**config.mk**
```make
export PLATFORM = sky130hd
export DESIGN_NAME = modular_exponentiation_unit
export DESIGN_NICKNAME = d
export VERILOG_FILES = /design/src/rtl/modexp_pkg.sv /design/src/rtl/modular_exponentiation_unit.sv
export SDC_FILE = /design/constraint.sdc
export NUM_CORES = 1
export LEC_CHECK = 0
export ABC_AREA = 1
export ABC_CLOCK_PERIOD_IN_PS = 7300
export BUFFER_PORTS_ARGS = -buffer_cell sky130_fd_sc_hd__buf_2
export CELL_PAD_IN_SITES_DETAIL_PLACEMENT = 1
export CELL_PAD_IN_SITES_GLOBAL_PLACEMENT = 1
export CORE_ASPECT_RATIO = 0.9
export CORE_MARGIN = 3
export CORE_UTILIZATION = 48
export DETAILED_ROUTE_END_ITERATION = 10
export HOLD_SLACK_MARGIN = 0.08
export PLACE_DENSITY = 0.83
export SETUP_SLACK_MARGIN = 0.15
export SLEW_MARGIN = 25
export SYNTH_ARGS = -nofsm -noshare
export SYNTH_HDL_FRONTEND = slang
export SYNTH_SLANG_ARGS = --single-unit
```
**constraint.sdc**
```tcl
create_clock -name clock -period 7.3 [get_ports clock]
set_input_delay 1.095 -clock clock [delete_from_list [all_inputs] [get_ports clock]]
set_output_delay 1.095 -clock clock [all_outputs]
set_load 0.03 [all_outputs]
```
**src/rtl/modexp_pkg.sv**
```systemverilog
// modexp_pkg: widths, step counts and sequencer state codes for the modular
// exponentiation unit
// no dependencies
package modexp_pkg;

   localparam int BASE_WIDTH = 32;
   localparam int EXP_WIDTH  = 32;
   localparam int MOD_WIDTH  = 31;

   // one shift-add-reduce step per bit of the wider multiplier operand
   localparam int MUL_STEPS  = BASE_WIDTH;
   localparam int CNT_WIDTH  = $clog2(MUL_STEPS);

   // running sum width: 2r + b stays below 3m
   localparam int SUM_WIDTH  = MOD_WIDTH + 2;

   localparam logic [MOD_WIDTH-1:0] MOD_RESET = MOD_WIDTH'(2);
   localparam logic [MOD_WIDTH-1:0] ONE       = MOD_WIDTH'(1);

   typedef enum logic [4:0] {
      ST_IDLE   = 5'b00001,
      ST_REDUCE = 5'b00010,
      ST_MULT   = 5'b00100,
      ST_SQUARE = 5'b01000,
      ST_FINISH = 5'b10000
   } state_type;

endpackage

```
**src/rtl/modular_exponentiation_unit.sv**
```systemverilog
// modular_exponentiation_unit: base^exponent mod modulus by right-to-left
// square-and-multiply on one shared bit-serial modular multiplier
// depends on modexp_pkg
//
// Each request carries a base and an exponent and yields one response holding
// base^exponent mod modulus, where the modulus comes from the csr register
// (reset value 2). All arithmetic runs on a single shift-add-reduce modular
// multiplier that consumes one multiplier bit per cycle. The base is first
// reduced (one pass of the unit), then for each exponent bit from the lsb
// upward the accumulator is multiplied by the running power when the bit is
// set, and the power is squared while higher set bits remain. A request
// therefore takes 1 + popcount(exponent) + position of highest set bit passes
// of the multiplier. A zero exponent answers 1 (and a modulus below 2 answers
// 0) without a pass of the multiplier.
// req_tready is high only while the sequencer is idle; a finished response
// sits in its own output register, so the next request can be taken while the
// previous response waits for rsp_tready. The modulus may only be written while
// no request is in flight.
module modular_exponentiation_unit
   import modexp_pkg::*;
(
   input  logic                 clock,
   input  logic                 reset,

   // request channel
   input  logic                 req_tvalid,
   output logic                 req_tready,
   input  logic [63:0]          req_tdata,   // [31:0] base_value, [63:32] exponent

   // response channel
   output logic                 rsp_tvalid,
   input  logic                 rsp_tready,
   output logic [31:0]          rsp_tdata,   // [30:0] residue, [31] zero

   // modulus register
   input  logic                 csr_wr_en,
   input  logic [MOD_WIDTH-1:0] csr_wr_data
);

   // sequencer and operand registers
   state_type              state_ff,   state_in;
   logic [MOD_WIDTH-1:0]   mod_ff,     mod_in;
   logic [EXP_WIDTH-1:0]   exp_ff,     exp_in;
   logic [MOD_WIDTH-1:0]   acc_ff,     acc_in;
   logic [MOD_WIDTH-1:0]   pow_ff,     pow_in;

   // shared modular multiplier: r = a * b mod m, a scanned msb first
   logic [BASE_WIDTH-1:0]  mul_a_ff,   mul_a_in;
   logic [MOD_WIDTH-1:0]   mul_b_ff,   mul_b_in;
   logic [MOD_WIDTH-1:0]   mul_r_ff,   mul_r_in;
   logic [CNT_WIDTH-1:0]   mul_cnt_ff, mul_cnt_in;

   // response register
   logic                   rsp_valid_ff, rsp_valid_in;
   logic [MOD_WIDTH-1:0]   rsp_data_ff,  rsp_data_in;

   // multiplier datapath
   logic [SUM_WIDTH-1:0]   mul_sum;
   logic [SUM_WIDTH:0]     mul_sub1;
   logic [SUM_WIDTH:0]     mul_sub2;
   logic [MOD_WIDTH-1:0]   mul_next;
   logic                   mul_last;

   logic                   req_fire;
   logic [BASE_WIDTH-1:0]  req_base;
   logic [EXP_WIDTH-1:0]   req_exp;
   logic [EXP_WIDTH-1:0]   exp_shift;
   logic                   rsp_free;

   assign req_base   = req_tdata[BASE_WIDTH-1:0];
   assign req_exp    = req_tdata[BASE_WIDTH +: EXP_WIDTH];
   assign req_tready = (state_ff == ST_IDLE);
   assign req_fire   = req_tvalid && req_tready;

   assign rsp_tvalid = rsp_valid_ff;
   assign rsp_tdata  = {1'b0, rsp_data_ff};
   // output register can take a new response this cycle
   assign rsp_free   = !rsp_valid_ff || rsp_tready;

   assign exp_shift  = exp_ff >> 1;

   // one interleaved step: 2r + bit*b, then subtract m or 2m as needed
   always_comb begin
      mul_sum  = {1'b0, mul_r_ff, 1'b0}
               + (mul_a_ff[BASE_WIDTH-1] ? {2'b00, mul_b_ff} : '0);
      mul_sub1 = {1'b0, mul_sum} - {3'b000, mod_ff};
      mul_sub2 = {1'b0, mul_sum} - {2'b00, mod_ff, 1'b0};
      if (!mul_sub2[SUM_WIDTH]) begin
         mul_next = mul_sub2[MOD_WIDTH-1:0];
      end else if (!mul_sub1[SUM_WIDTH]) begin
         mul_next = mul_sub1[MOD_WIDTH-1:0];
      end else begin
         mul_next = mul_sum[MOD_WIDTH-1:0];
      end
   end

   assign mul_last = (mul_cnt_ff == CNT_WIDTH'(MUL_STEPS - 1));

   // sequencer
   always_comb begin
      state_in     = state_ff;
      mod_in       = mod_ff;
      exp_in       = exp_ff;
      acc_in       = acc_ff;
      pow_in       = pow_ff;
      mul_a_in     = mul_a_ff << 1;
      mul_b_in     = mul_b_ff;
      mul_r_in     = mul_next;
      mul_cnt_in   = mul_cnt_ff + CNT_WIDTH'(1);
      rsp_valid_in = rsp_valid_ff && !rsp_tready;
      rsp_data_in  = rsp_data_ff;

      if (csr_wr_en) begin
         mod_in = csr_wr_data;
      end

      case (state_ff)
         ST_IDLE: begin
            if (req_fire) begin
               exp_in     = req_exp;
               mul_a_in   = req_base;
               mul_b_in   = ONE;
               mul_r_in   = '0;
               mul_cnt_in = '0;
               if (req_exp == '0) begin
                  // zero exponent answers one for any modulus
                  acc_in   = ONE;
                  state_in = ST_FINISH;
               end else if (mod_ff < MOD_RESET) begin
                  // degenerate modulus of zero or one
                  acc_in   = '0;
                  state_in = ST_FINISH;
               end else begin
                  acc_in   = ONE;
                  state_in = ST_REDUCE;
               end
            end
         end

         ST_REDUCE: begin
            // base * 1 mod m leaves the reduced base
            if (mul_last) begin
               pow_in     = mul_next;
               mul_r_in   = '0;
               mul_cnt_in = '0;
               if (exp_ff[0]) begin
                  mul_a_in = {1'b0, acc_ff};
                  mul_b_in = mul_next;
                  state_in = ST_MULT;
               end else begin
                  mul_a_in = {1'b0, mul_next};
                  mul_b_in = mul_next;
                  state_in = ST_SQUARE;
               end
            end
         end

         ST_MULT: begin
            if (mul_last) begin
               acc_in     = mul_next;
               mul_r_in   = '0;
               mul_cnt_in = '0;
               if (exp_shift == '0) begin
                  // no higher set bits, result is complete
                  state_in = ST_FINISH;
               end else begin
                  mul_a_in = {1'b0, pow_ff};
                  mul_b_in = pow_ff;
                  state_in = ST_SQUARE;
               end
            end
         end

         ST_SQUARE: begin
            // higher set bits remain here, so the next bit is always visited
            if (mul_last) begin
               pow_in     = mul_next;
               exp_in     = exp_shift;
               mul_r_in   = '0;
               mul_cnt_in = '0;
               mul_b_in   = mul_next;
               if (exp_shift[0]) begin
                  mul_a_in = {1'b0, acc_ff};
                  state_in = ST_MULT;
               end else begin
                  mul_a_in = {1'b0, mul_next};
                  state_in = ST_SQUARE;
               end
            end
         end

         ST_FINISH: begin
            if (rsp_free) begin
               rsp_valid_in = 1'b1;
               rsp_data_in  = acc_ff;
               state_in     = ST_IDLE;
            end
         end

         default: begin
            state_in = ST_IDLE;
         end
      endcase
   end

   always_ff @(posedge clock) begin
      if (reset) begin
         state_ff     <= ST_IDLE;
         mod_ff       <= MOD_RESET;
         rsp_valid_ff <= 1'b0;
         mul_cnt_ff   <= '0;
      end else begin
         state_ff     <= state_in;
         mod_ff       <= mod_in;
         rsp_valid_ff <= rsp_valid_in;
         mul_cnt_ff   <= mul_cnt_in;
      end
   end

   // payload registers
   always_ff @(posedge clock) begin
      exp_ff      <= exp_in;
      acc_ff      <= acc_in;
      pow_ff      <= pow_in;
      mul_a_ff    <= mul_a_in;
      mul_b_ff    <= mul_b_in;
      mul_r_ff    <= mul_r_in;
      rsp_data_ff <= rsp_data_in;
   end

endmodule
```
[After elaboration in Yosys (flattened, before gate mapping)]
Index checks and enable logic that the tools add are counted.
Storage, ports and cells
  bits in registers: 261
Operators by class
  add/subtract/negate cells: 4
  eq/ne operators: 13
  muxes and demuxes: 42
  order comparisons: 1
  reduce and logical (&&, ||, !) cells: 18
Operators with widths (number)
  31-bit 2-to-1 mux: 12
  32-bit 2-to-1 mux: 7
  32-bit case mux with 4 select lines: 1
  31-bit case mux with 2 select lines: 2
  31-bit case mux with 3 select lines: 1
  32-bit zero test: 2
  32-bit case mux with 2 select lines: 1
  5-bit 2-to-1 mux: 10
  33-bit by 31-bit subtractor with 34-bit output: 1
  33-bit by 32-bit subtractor with 34-bit output: 1
  32-bit by 31-bit adder with 33-bit output: 1
  31-bit by 2-bit < comparator with 1-bit output (second input constant): 1
  5-bit case mux with 5 select lines: 1
  5-bit == test (second input constant): 2
  2-bit != test (second input constant): 5
  5-bit case mux with 2 select lines: 1
  5-bit AND reduction: 2
  4-bit 2-to-1 mux: 2
  3-bit AND reduction: 2
  5-bit by 1-bit adder with 5-bit output (second input constant): 1
  5-bit by 1-bit == test with 1-bit output (second input constant): 1
  5-bit by 2-bit == test with 1-bit output (second input constant): 1
  5-bit by 3-bit == test with 1-bit output (second input constant): 1
  5-bit by 4-bit == test with 1-bit output (second input constant): 1
  other kinds (10): 18

[Logic depth before layout (Yosys ltp)]
Gate-level depths: netlist of the first run.
  depth after elaboration: 8
  depth in mapped cells: 35
  depth with buffers taken out: 33

[Least setup slack after synthesis of the first run]
OpenSTA, ideal clock, no wires.
  kind: input-to-reg
  from: input port req_tvalid
  to: register acc_ff[0] (enable)
  arrival: 3.727 ns
  required time: 6.833 ns
  cell stages on the path: 3
  slack: 3.107 ns
  cell sequence: clkbuf_1 > nor2_1 > a211oi_1
On the way
  longest elaborated chain between the ends: 3
RTL lines
  start: declaration: RTL line modular_exponentiation_unit.sv:26  | input logic req_tvalid,
  1-bit logical AND: RTL line modular_exponentiation_unit.sv:73  | assign req_fire = req_tvalid && req_tready;
  2-bit by 1-bit != test with 1-bit output (no line)
  3-bit AND reduction (no line)
  end signal: assignment: RTL line modular_exponentiation_unit.sv:223  | acc_ff <= acc_in;
  end: declaration: RTL line modular_exponentiation_unit.sv:44  | logic [MOD_WIDTH-1:0] acc_ff, acc_in;
Every way passes these cells.
A chain may end at the register's enable or synchronous reset.

[Final worst setup path of the first run]
  from: register mul_a_ff[31]
  to: register mul_b_ff[13] (data pin)
On the way
  longest elaborated chain between the ends: 7
  elaborated cells on any way between the ends: 8
  classes of those cells: 3 x add/sub; 5 x mux
RTL lines
  start: declaration: RTL line modular_exponentiation_unit.sv:48  | logic [BASE_WIDTH-1:0] mul_a_ff, mul_a_in;
  start signal: assignment: RTL line modular_exponentiation_unit.sv:225  | mul_a_ff <= mul_a_in;
  31-bit 2-to-1 mux (*): RTL line modular_exponentiation_unit.sv:85  | + (mul_a_ff[BASE_WIDTH-1] ? {2'b00, mul_b_ff} : '0);
  32-bit by 31-bit adder with 33-bit output (*): RTL line modular_exponentiation_unit.sv:85
  33-bit by 31-bit subtractor with 34-bit output: RTL line modular_exponentiation_unit.sv:86  | mul_sub1 = {1'b0, mul_sum} - {3'b000, mod_ff};
  31-bit 2-to-1 mux: RTL line modular_exponentiation_unit.sv:90  | end else if (!mul_sub1[SUM_WIDTH]) begin
  31-bit 2-to-1 mux (*): RTL line modular_exponentiation_unit.sv:88  | if (!mul_sub2[SUM_WIDTH]) begin
  31-bit 2-to-1 mux (*): RTL line modular_exponentiation_unit.sv:176  | if (mul_last) begin
  31-bit case mux with 3 select lines (*): RTL line modular_exponentiation_unit.sv:117  | case (state_ff)
  net mul_b_in[13]: RTL line modular_exponentiation_unit.sv:49  | logic [MOD_WIDTH-1:0] mul_b_ff, mul_b_in;
  end signal: assignment: RTL line modular_exponentiation_unit.sv:226  | mul_b_ff <= mul_b_in;
  end: declaration: RTL line modular_exponentiation_unit.sv:49
Mark *: on every way through the listed nets, which the timed path passes. The rest lies on a longest branch. The select of a mux whose other input is x is not followed.

==> results of run 1 <==
## area by class of cell
cell class / count / area [sq um]
fillers: 4709 / 16400
multi-input cells: 1800 / 9350
flip-flops and latches: 261 / 6790
inverters: 351 / 1320
clock buffers: 44 / 905
repair buffers: 156 / 881
well taps: 476 / 596
clock inverters: 10 / 65.1
## how the worst max path moves through the flow
| stage | startpoint | to | slack (ns) | cells after the start |
|---|---|---|---|---|
| 2_1_floorplan | req_tvalid | acc_ff[0] | 3.11 | 3 |
| 3_3_place_gp | mul_a_ff[31] | mul_b_ff[16] | 1.14 | 27 |
| 3_5_place_dp | mul_a_ff[31] | mul_b_ff[1] | 1.42 | 28 |
| 4_1_cts | mul_a_ff[31] | mul_b_ff[16] | 1.33 | 27 |
| 5_1_grt | mul_a_ff[31] | mul_b_ff[1] | 0.73 | 28 |
| 6_report | mul_a_ff[31] | mul_b_ff[13] | 1.23 | 28 |
## sequential cells by signal (all words and copies together) (netlist names)
| register | count |
|---|---|
| acc_ff | 31 |
| exp_ff | 32 |
| mod_ff | 31 |
| mul_a_ff | 32 |
| mul_b_ff | 31 |
| mul_cnt_ff | 5 |
| mul_r_ff | 31 |
| pow_ff | 31 |
| rsp_data_ff | 31 |
| rsp_tvalid | 1 |
| state_ff | 5 |
## routing by layer
layer / up-vias / GRT usage, % / part of all wire, % / routed length [um]
met3: 192 / 6.44 / 6.8 / 4880
met5: - / 0 / 0.018 / 13
met1: 8861 / 46.1 / 42 / 30100
met4: 2 / 14.6 / 4.9 / 3540
met2: 677 / 58.7 / 46 / 33200
li1: 8427 / - / - / -
## per-stage QoR
step	cells	hold slack, ns	worst slack, ns	utilization, %	cell area [sq um]
floorplan	2494	0.418	3.11	-	17700
global placement	3042	0.430	1.14	51.9	18900
detailed placement	3042	0.440	1.42	51.9	18900
CTS	3096	0.454	1.33	54.6	19800
global route	3098	0.473	0.731	54.8	19900
finish	3098	0.449	1.23	54.8	19900
## worst max-delay path: cells and delay by family, from the launching register on
family                     cells  cell delay, ns
and+or+nand+nor               17            2.84
buffers and inverters          6            0.66
adders and majority gates      3            0.99
DFF                            1            0.80
AOI/OAI and AO/OA              2            0.44
## cell usage in the layout (no fill, tap or decap), drive strengths merged, types with 2 or more instances in the layout
cell,netlist,routed
nor2,291,291
clkbuf,62,44
nor4,32,32
nand2,667,667
nand4,14,14
and3,5,5
a21o,8,8
clkinv,1,6
edfxtp,156,156
o21ai,85,85
ha,94,94
a211oi,2,2
inv,350,354
a31oi,9,9
buf,20,156
dfxtp,105,105
nand3,186,186
xnor2,23,23
o21bai,15,15
a21boi,6,6
o22ai,56,56
nor3,21,21
o21a,4,4
xor2,41,41
nand3b,4,4
a21oi,193,193
o211ai,33,33
fa,3,3
## kinds of logic (layout without fill, tap and decap cells)
kind of cell               after synthesis  count (layout)  synth area share [%]
AOI/OAI and AO/OA                      414             414                  13.3
xor gates and xnor gates                64              64                  3.16
adders and majority gates               97              97                  6.97
buffers and inverters                  433             561                  9.50
DFF                                    261             261                  38.2
other                                    1               1                0.0211
and+or+nand+nor                       1224            1224                  28.8
==> out/metrics.yaml, run 1 <==
synth:
  yosysUniqueCellTypes: 50
  ys_seq_elements: 261
  async_flop_share_pct: 0
  synth_nets: 2691
  synth_edf_count: 156
  synthFlopType: "edfxtp_1"
  synth.most_common_cell: "nand2_1"
  yosysTopAreaCell: "edfxtp_1"
  yosys_warnings: 0
  synthTopCellsByArea: "edfxtp_1 (26%), nand2_1 (14%), dfxtp_1 (12%)"
  netlist.area_leader.share_pct: 26.4
  yosysSeqAreaShare_pct: 38.2
  synth.avg_cell_area_sq_um: 7.12
  netlist_instances: 2494
  netlist_area_sq_um: 17700
  synth_common_cells: "nand2_1 (658), inv_1 (339), nor2_1 (288)"
timing:
  finClkSkew_ns: 0.0297
  fmax_mhz: 165
  rsz0062_at_grt: "false"
  finalSetupViolations: 0
  slew_violations: 0
  tightest_slew_ns: 1.14
  finalCriticalPeriod_ns: 6.07
  final_hold_viol_count: 0
  post-route-period-util_pct: 83.1
  slew-limit-headroom_pct: 23.1
  tns_ns: 0
clocking:
  clk_path_buf_depth: 3
  postCtsSetupBuffers: 0
  cts_tree: "done"
  cts.sinks: 261
  cts_buffers: 29
  clk_pin_slew_ns: 0.07
  htree_levels: 1
  hold_buffers: 0
  cts_resized: 0
  clock_latency_ns: 0.58
  cts-root-buf: "clkbuf_16"
setup_path:
  r2r_cells: 28
  end_kind: "flop"
  rrSetupSlack_ns: 1.23
  arrival_ns: 6.33
  cp.required_ns: 7.57
  critPathMaxStageDelay_ns: 0.80
  path_common_cell: "nand2_1"
  critical_path_class: "flop to flop"
  reg2reg_to: "mul_b_ff[13]"
  start_kind: "flop"
  cp_max_fo: 31
  cpMaxStageDelayCell: "dfxtp_1"
  r2r_start: "mul_a_ff[31]"
die:
  die_area_sq_um: 39300
  die_w_um: 209
  io_pins: 134
  start_util_pct: 48.8
  coreArea_sq_um: 36300
  die_h_um: 188
  row_count: 66
job:
  maxCapViolCount: 0
min_path:
  hold_path_class: "flop to flop"
  hold-path-endpoint: "rsp_data_ff[7]"
  holdPathStages: 0
  min-delay-start: "acc_ff[7]"
route:
  detail_route.vias_per_cell: 5.86
  drc: 0
  wl_per_cell_um: 23.1
  drtIter0Drc: 1521
  first_pass_iters: 5
  vias: 18159
  ant_nets: 0
  routed_wl_mm: 71.7
global_route:
  grt_pass1_vias: 19070
  overflow: 0
  grtUsageTotal_pct: 35.5
  grt_pass1_wl_mm: 109
  antenna_found_initial: 1
  grt_max_degree: 89
placed_design:
  gp_congestion: 1.01
  io_buffer_count: 132
  dpl.hpwl_mm: 55.3
run_status:
  status: "finished clean"
layout:
  fin_nets: 2796
  area_growth_syn_to_layout_pct: 12.1
  drive_above_1_share_pct: 9.57
  num_antenna_cells: 0
Power of run 1 is not shown: default switching activity piles up to over one toggle a cycle in this logic, so the estimate is an artifact.
==> run 2, diff against run 1 <==
Settings changed: ABC_CLOCK_PERIOD_IN_PS 7300 to 5140, CORE_UTILIZATION 48 to 41, PLACE_DENSITY 0.83 to 0.75.
Clock period 7.3 ns to 5.14 ns, I/O delays scaled along.
==> out/metrics.yaml, run 2 (synthesis results as in run 1) <==
layout:
  reg.largest.list: "exp_ff x32, mul_a_ff x32"
  fin_nets: 2816
  nFillCells: 5416
  finalCoreUtilization_pct: 49.1
  num_antenna_cells: 0
  area_growth_syn_to_layout_pct: 17.1
  multiInputGateArea_sq_um: 9870
  final_common_cell: "nand2_1"
  final_cell_mix: "nand2_1 (622), inv_1 (338), nor2_1 (275)"
  drive_above_1_share_pct: 14.0
  regArea_sq_um: 6790
route:
  vias: 17925
  detail_route.vias_per_cell: 5.62
  ant_nets: 0
  routed_wl_mm: 70.1
  drtIter0Drc: 1464
  wl_per_cell_um: 22.0
  first_pass_iters: 5
  drc: 0
global_route:
  grt_pass1_vias: 18204
  grt_pass1_wl_mm: 105
  grtUsageTotal_pct: 29.5
  grt_max_degree: 64
  antenna_found_initial: 0
  overflow: 0
timing:
  slew_violations: 0
  finClkSkew_ns: 0.0262
  finalCriticalPeriod_ns: 4.82
  finalSetupViolations: 0
  slew-limit-headroom_pct: 37.7
  tightest_slew_ns: 0.932
  fmax_mhz: 208
  final_hold_viol_count: 0
  rsz0062_at_grt: "true"
  tns_ns: 0
  post-route-period-util_pct: 93.7
die:
  die_w_um: 225
  start_util_pct: 42.0
  io_pins: 134
  die_h_um: 203
  die_area_sq_um: 45800
  coreArea_sq_um: 42300
  row_count: 71
min_path:
  min-delay-start: "csr_wr_data[0]"
  hold_path_class: "input pin to flop"
  holdPathStages: 3
  hold-path-endpoint: "mod_ff[0]"
placed_design:
  gp_congestion: 0.942
  io_buffer_count: 132
  dpl.hpwl_mm: 54.8
setup_path:
  end_kind: "flop"
  critPathMaxStageDelay_ns: 0.41
  critical_path_class: "flop to flop"
  arrival_ns: 5.27
  cp.required_ns: 5.60
  cp_max_fo: 25
  path_common_cell: "nand2_1"
  rrSetupSlack_ns: 0.32
  r2r_start: "mul_a_ff[31]"
  reg2reg_to: "mul_a_ff[0]"
  critPathTopFamily: "simple AND/OR/NAND/NOR gates"
  path_buf_inv: 7
  cpMaxStageDelayCell: "fa_1"
  start_kind: "flop"
  r2r_cells: 30
clocking:
  clock_latency_ns: 0.57
  cts-root-buf: "clkbuf_16"
  clk_path_buf_depth: 3
  cts_tree: "done"
  clk_pin_slew_ns: 0.07
  cts_buffers: 29
  cts.sinks: 261
  htree_levels: 1
run_status:
  status: "finished clean"
job:
  maxCapViolCount: 0
run 2: changes by cell type in the layout (fill, tap and decap cells not counted), sizes merged:
cell / delta
buf: +18
clkbuf: -7
clkinvlp: +6
bufinv: +4
inv: -2
clkinv: +1
run 2: per-layer routing:
metal	share of wire (%)	GRT usage (%)	wire length, um
met4	3.1	8.71	2150
met5	0	0	0
met1	46	41.8	32200
met2	45	47.5	31600
met3	5.9	3.61	4150
run 2: metrics by stage:
step	area [sq um]	hold WS (ns)	worst slack (ns)	std cells
6_report	20800	0.431	0.324	3189
3_5_place_dp	19100	0.443	0.0632	3127
5_1_grt	20800	0.439	0.0885	3189
3_3_place_gp	19100	0.431	0.128	3126
2_1_floorplan	17700	0.418	1.04	2494
4_1_cts	20100	0.407	0.149	3181
run 2: timing repair:
action                                  CTS  global route
endpoints found under the hold margin     0             0
hold buffers                              0             0
pin swaps                                 0             9
cloned                                    0             2
resized for setup                         3           120
setup buffers                             0             4
endpoints found under the setup margin   44           155
run 2: worst min-delay path: stages:
cell	delay (ns)
buf_2	0.08
nor2_1	0.03
nor2_1	0.08
run 2: layout make-up:
class                           instances  area share (%)
Clock buffer                           35            3.65
Inverter                              351            6.34
Multi-Input combinational cell       1800            47.5
Sequential cell                       261            32.7
Clock inverter                         19            1.09
Timing Repair Buffer                  176            5.46
Tap cell                              547            3.29
run 2: how the worst max path moves through the flow:
stage | from | cells past startpoint | end | slack, ns
floorplan | state_ff[1] | 7 | acc_ff[0] | 1.04
global placement | mul_a_ff[31] | 30 | mul_a_ff[0] | 0.13
detailed placement | mul_a_ff[31] | 28 | mul_b_ff[10] | 0.06
CTS | mul_a_ff[31] | 28 | mul_b_ff[12] | 0.15
global route | mul_a_ff[31] | 27 | mul_b_ff[12] | 0.09
finish | mul_a_ff[31] | 30 | mul_a_ff[0] | 0.32
Power of run 2 is left out for the same reason.
==> run 3, diff against run 2 <==
Settings changed: ABC_AREA 1 to not set, CORE_UTILIZATION 41 to 43, PLACE_DENSITY 0.75 to 0.74.
==> out/metrics.yaml, run 3 <==
run_status:
  status: "complete, but fails checks"
  violations: "negative setup slack"
global_route:
  grt_pass1_vias: 16622
  overflow: 0
  grt_pass1_wl_mm: 95.8
  antenna_found_initial: 2
  grt.busiest_layer: "met2"
  grt_max_degree: 60
  gr-usage-met1_pct: 37.3
  grtUsageTotal_pct: 29.2
  use_met3_pct: 3.36
  gr-usage-met2_pct: 50.6
layout:
  area_growth_syn_to_layout_pct: 36.5
  final_cell_mix: "buf_4 (248), nor2_1 (159), edfxtp_1 (156)"
  finalCoreUtilization_pct: 60.5
  fin_area_sq_um: 22900
  fin_nets: 2364
  drive_above_1_share_pct: 37.4
  reg.largest.list: "exp_ff x32, mul_a_ff x32"
  final_common_cell: "buf_4"
synth:
  synthTopCellsByArea: "edfxtp_1 (28%), dfxtp_1 (13%), ha_1 (7.0%)"
  synth.avg_cell_area_sq_um: 9.39
  synth_nets: 1980
  synth.most_common_cell: "nor2_1"
  synth_edf_count: 156
  yosysSeqAreaShare_pct: 40.5
  yosys_warnings: 0
  netlist_area_sq_um: 16700
  netlist.area_leader.share_pct: 28.0
  synth_common_cells: "nor2_1 (192), edfxtp_1 (156), a21oi_1 (144)"
  ys_seq_elements: 261
  async_flop_share_pct: 0
  netlist_instances: 1783
  yosysUniqueCellTypes: 86
  yosysTopAreaCell: "edfxtp_1"
  synthFlopType: "edfxtp_1"
clocking:
  cts.sinks: 261
  clk_path_buf_depth: 3
  clk_pin_slew_ns: 0.07
  cts_tree: "done"
  cts-root-buf: "clkbuf_16"
  cts_buffers: 29
  clock_latency_ns: 0.58
  htree_levels: 1
min_path:
  hold-path-endpoint: "mod_ff[0]"
  hold_path_class: "input pin to flop"
  holdPathStages: 3
  min-delay-start: "csr_wr_data[0]"
timing:
  timing.final.ws_setup_ns: -0.198
  finalCriticalPeriod_ns: 5.34
  finalSetupViolations: 103
  fmax_mhz: 187
  final_hold_viol_count: 0
  whs_ns: 0.423
  finClkSkew_ns: 0.0171
  rsz0062_at_grt: "true"
  post-route-period-util_pct: 104
  tightest_slew_ns: 0.919
  slew_violations: 0
  slew-limit-headroom_pct: 38.7
placed_design:
  dpl.hpwl_mm: 45.8
  gp_congestion: 0.896
  placed_cell_area_sq_um: 19500
  io_buffer_count: 132
die:
  io_pins: 134
  row_count: 67
  die_area_sq_um: 41400
  die_w_um: 214
  coreArea_sq_um: 37800
  start_util_pct: 44.3
  die_h_um: 193
setup_path:
  critical_path_class: "flop to flop"
  arrival_ns: 5.83
  r2r_start: "mul_a_ff[31]"
  cp_max_fo: 7
  end_kind: "flop"
  crit_chain: "buf_6 > and2_4 > ha_4 > o211ai_1 > a21oi_4 > o21ai_2 > nand2_2 > a211oi_2 > o21bai_1 > xnor2_1 > inv_1 > ha_4 > nand4_1 > or3_4 > nor3_4 > o21ai_2 > a21oi_2 > o2111ai_2 > and3_4 > buf_12 > buf_8 > o31ai_1 > o21ai_0 > a31oi_1"
  critPathMaxStageDelay_ns: 0.42
  rrSetupSlack_ns: -0.20
  start_kind: "flop"
  path_buf_inv: 4
  cpMaxStageDelayCell: "dfxtp_4"
  r2r_cells: 24
  critPathTopFamily: "compound AO/OA/AOI/OAI gates"
  reg2reg_to: "mul_a_ff[29]"
  cp.required_ns: 5.63
route:
  routed_wl_mm: 69.3
  drtIter0Drc: 1233
  ant_nets: 0
  detail_route.vias_per_cell: 6.10
  drc: 0
  first_pass_iters: 5
  vias: 16510
  wl_per_cell_um: 25.6
job:
  maxCapViolCount: 0
==> run 3: changes by cell type after synthesis, sizes merged, moves of 26 or more <==
cell,change
mux2i,+81
and2,+41
o22ai,-48
mux2,+59
inv,-265
a21o,+32
nand3,-145
o21ai,+41
a21oi,-47
nand2,-559
xnor2,+26
nor2,-99
==> run 3: metal layers <==
| metal | share of wire, % | vias to the layer above |
|---|---|---|
| met2 | 49 | 621 |
| li1 | - | 7385 |
| met1 | 40 | 8287 |
| met4 | 5.5 | 2 |
| met3 | 5.0 | 215 |
| met5 | 0.0072 | - |
==> run 3: layout make-up <==
type	instances	area [sq um]
timing repair buffer	436	3250
fill	4141	15000
antenna	1	2.50
clock buffer	40	817
clock inverter	14	133
tap	517	647
inverter	85	319
sequential	261	6790
multi-input combinational	1354	10900
==> run 3: worst max path at each step <==
| stage | start | to | slack (ns) | cells after the start |
|---|---|---|---|---|
| 2_1_floorplan | mul_a_ff[31] | mul_b_ff[29] | 0.17 | 25 |
| 3_3_place_gp | mul_a_ff[31] | mul_b_ff[2] | -0.40 | 24 |
| 3_5_place_dp | mul_a_ff[31] | mul_b_ff[2] | -0.50 | 26 |
| 4_1_cts | mul_a_ff[31] | acc_ff[26] | 0.15 | 24 |
| 5_1_grt | mul_a_ff[31] | mul_b_ff[21] | -0.34 | 24 |
| 6_report | mul_a_ff[31] | mul_a_ff[29] | -0.20 | 24 |
==> run 3: logic make-up after synthesis <==
kind of cell,count (synthesis),share of synthesized area (%)
adder cells (fa/ha/maj),97,7.38
flip-flops,261,40.5
AND/OR/NAND/NOR,526,14.9
other,1,0.0224
XOR/XNOR,74,3.87
multiplexers,140,8.83
AO/OA/AOI/OAI,515,20.2
buffers and inverters,169,4.21
==> run 3: timing repair <==
item | CTS | global route
pin swaps | 50 | 117
resized for setup | 121 | 270
setup endpoints to repair | 155 | 155
gates cloned | 2 | 3
hold buffers | 0 | 0
buffers inserted | 22 | 41
==> run 3: stage by stage <==
step                worst slack, ns  std cells  TNS [ns]
detailed placement           -0.498       2587    -41.95
global route                 -0.342       2708    -25.29
floorplan                     0.168       1783         0
global placement             -0.404       2587    -18.34
finish                       -0.198       2708     -8.06
CTS                           0.148       2665         0
==> run 3: worst min-delay path, cell delays in order <==
cell     delay, ns
buf_2         0.07
mux2i_1       0.05
nor2_1        0.07
Power of run 3 is left out for the same reason.
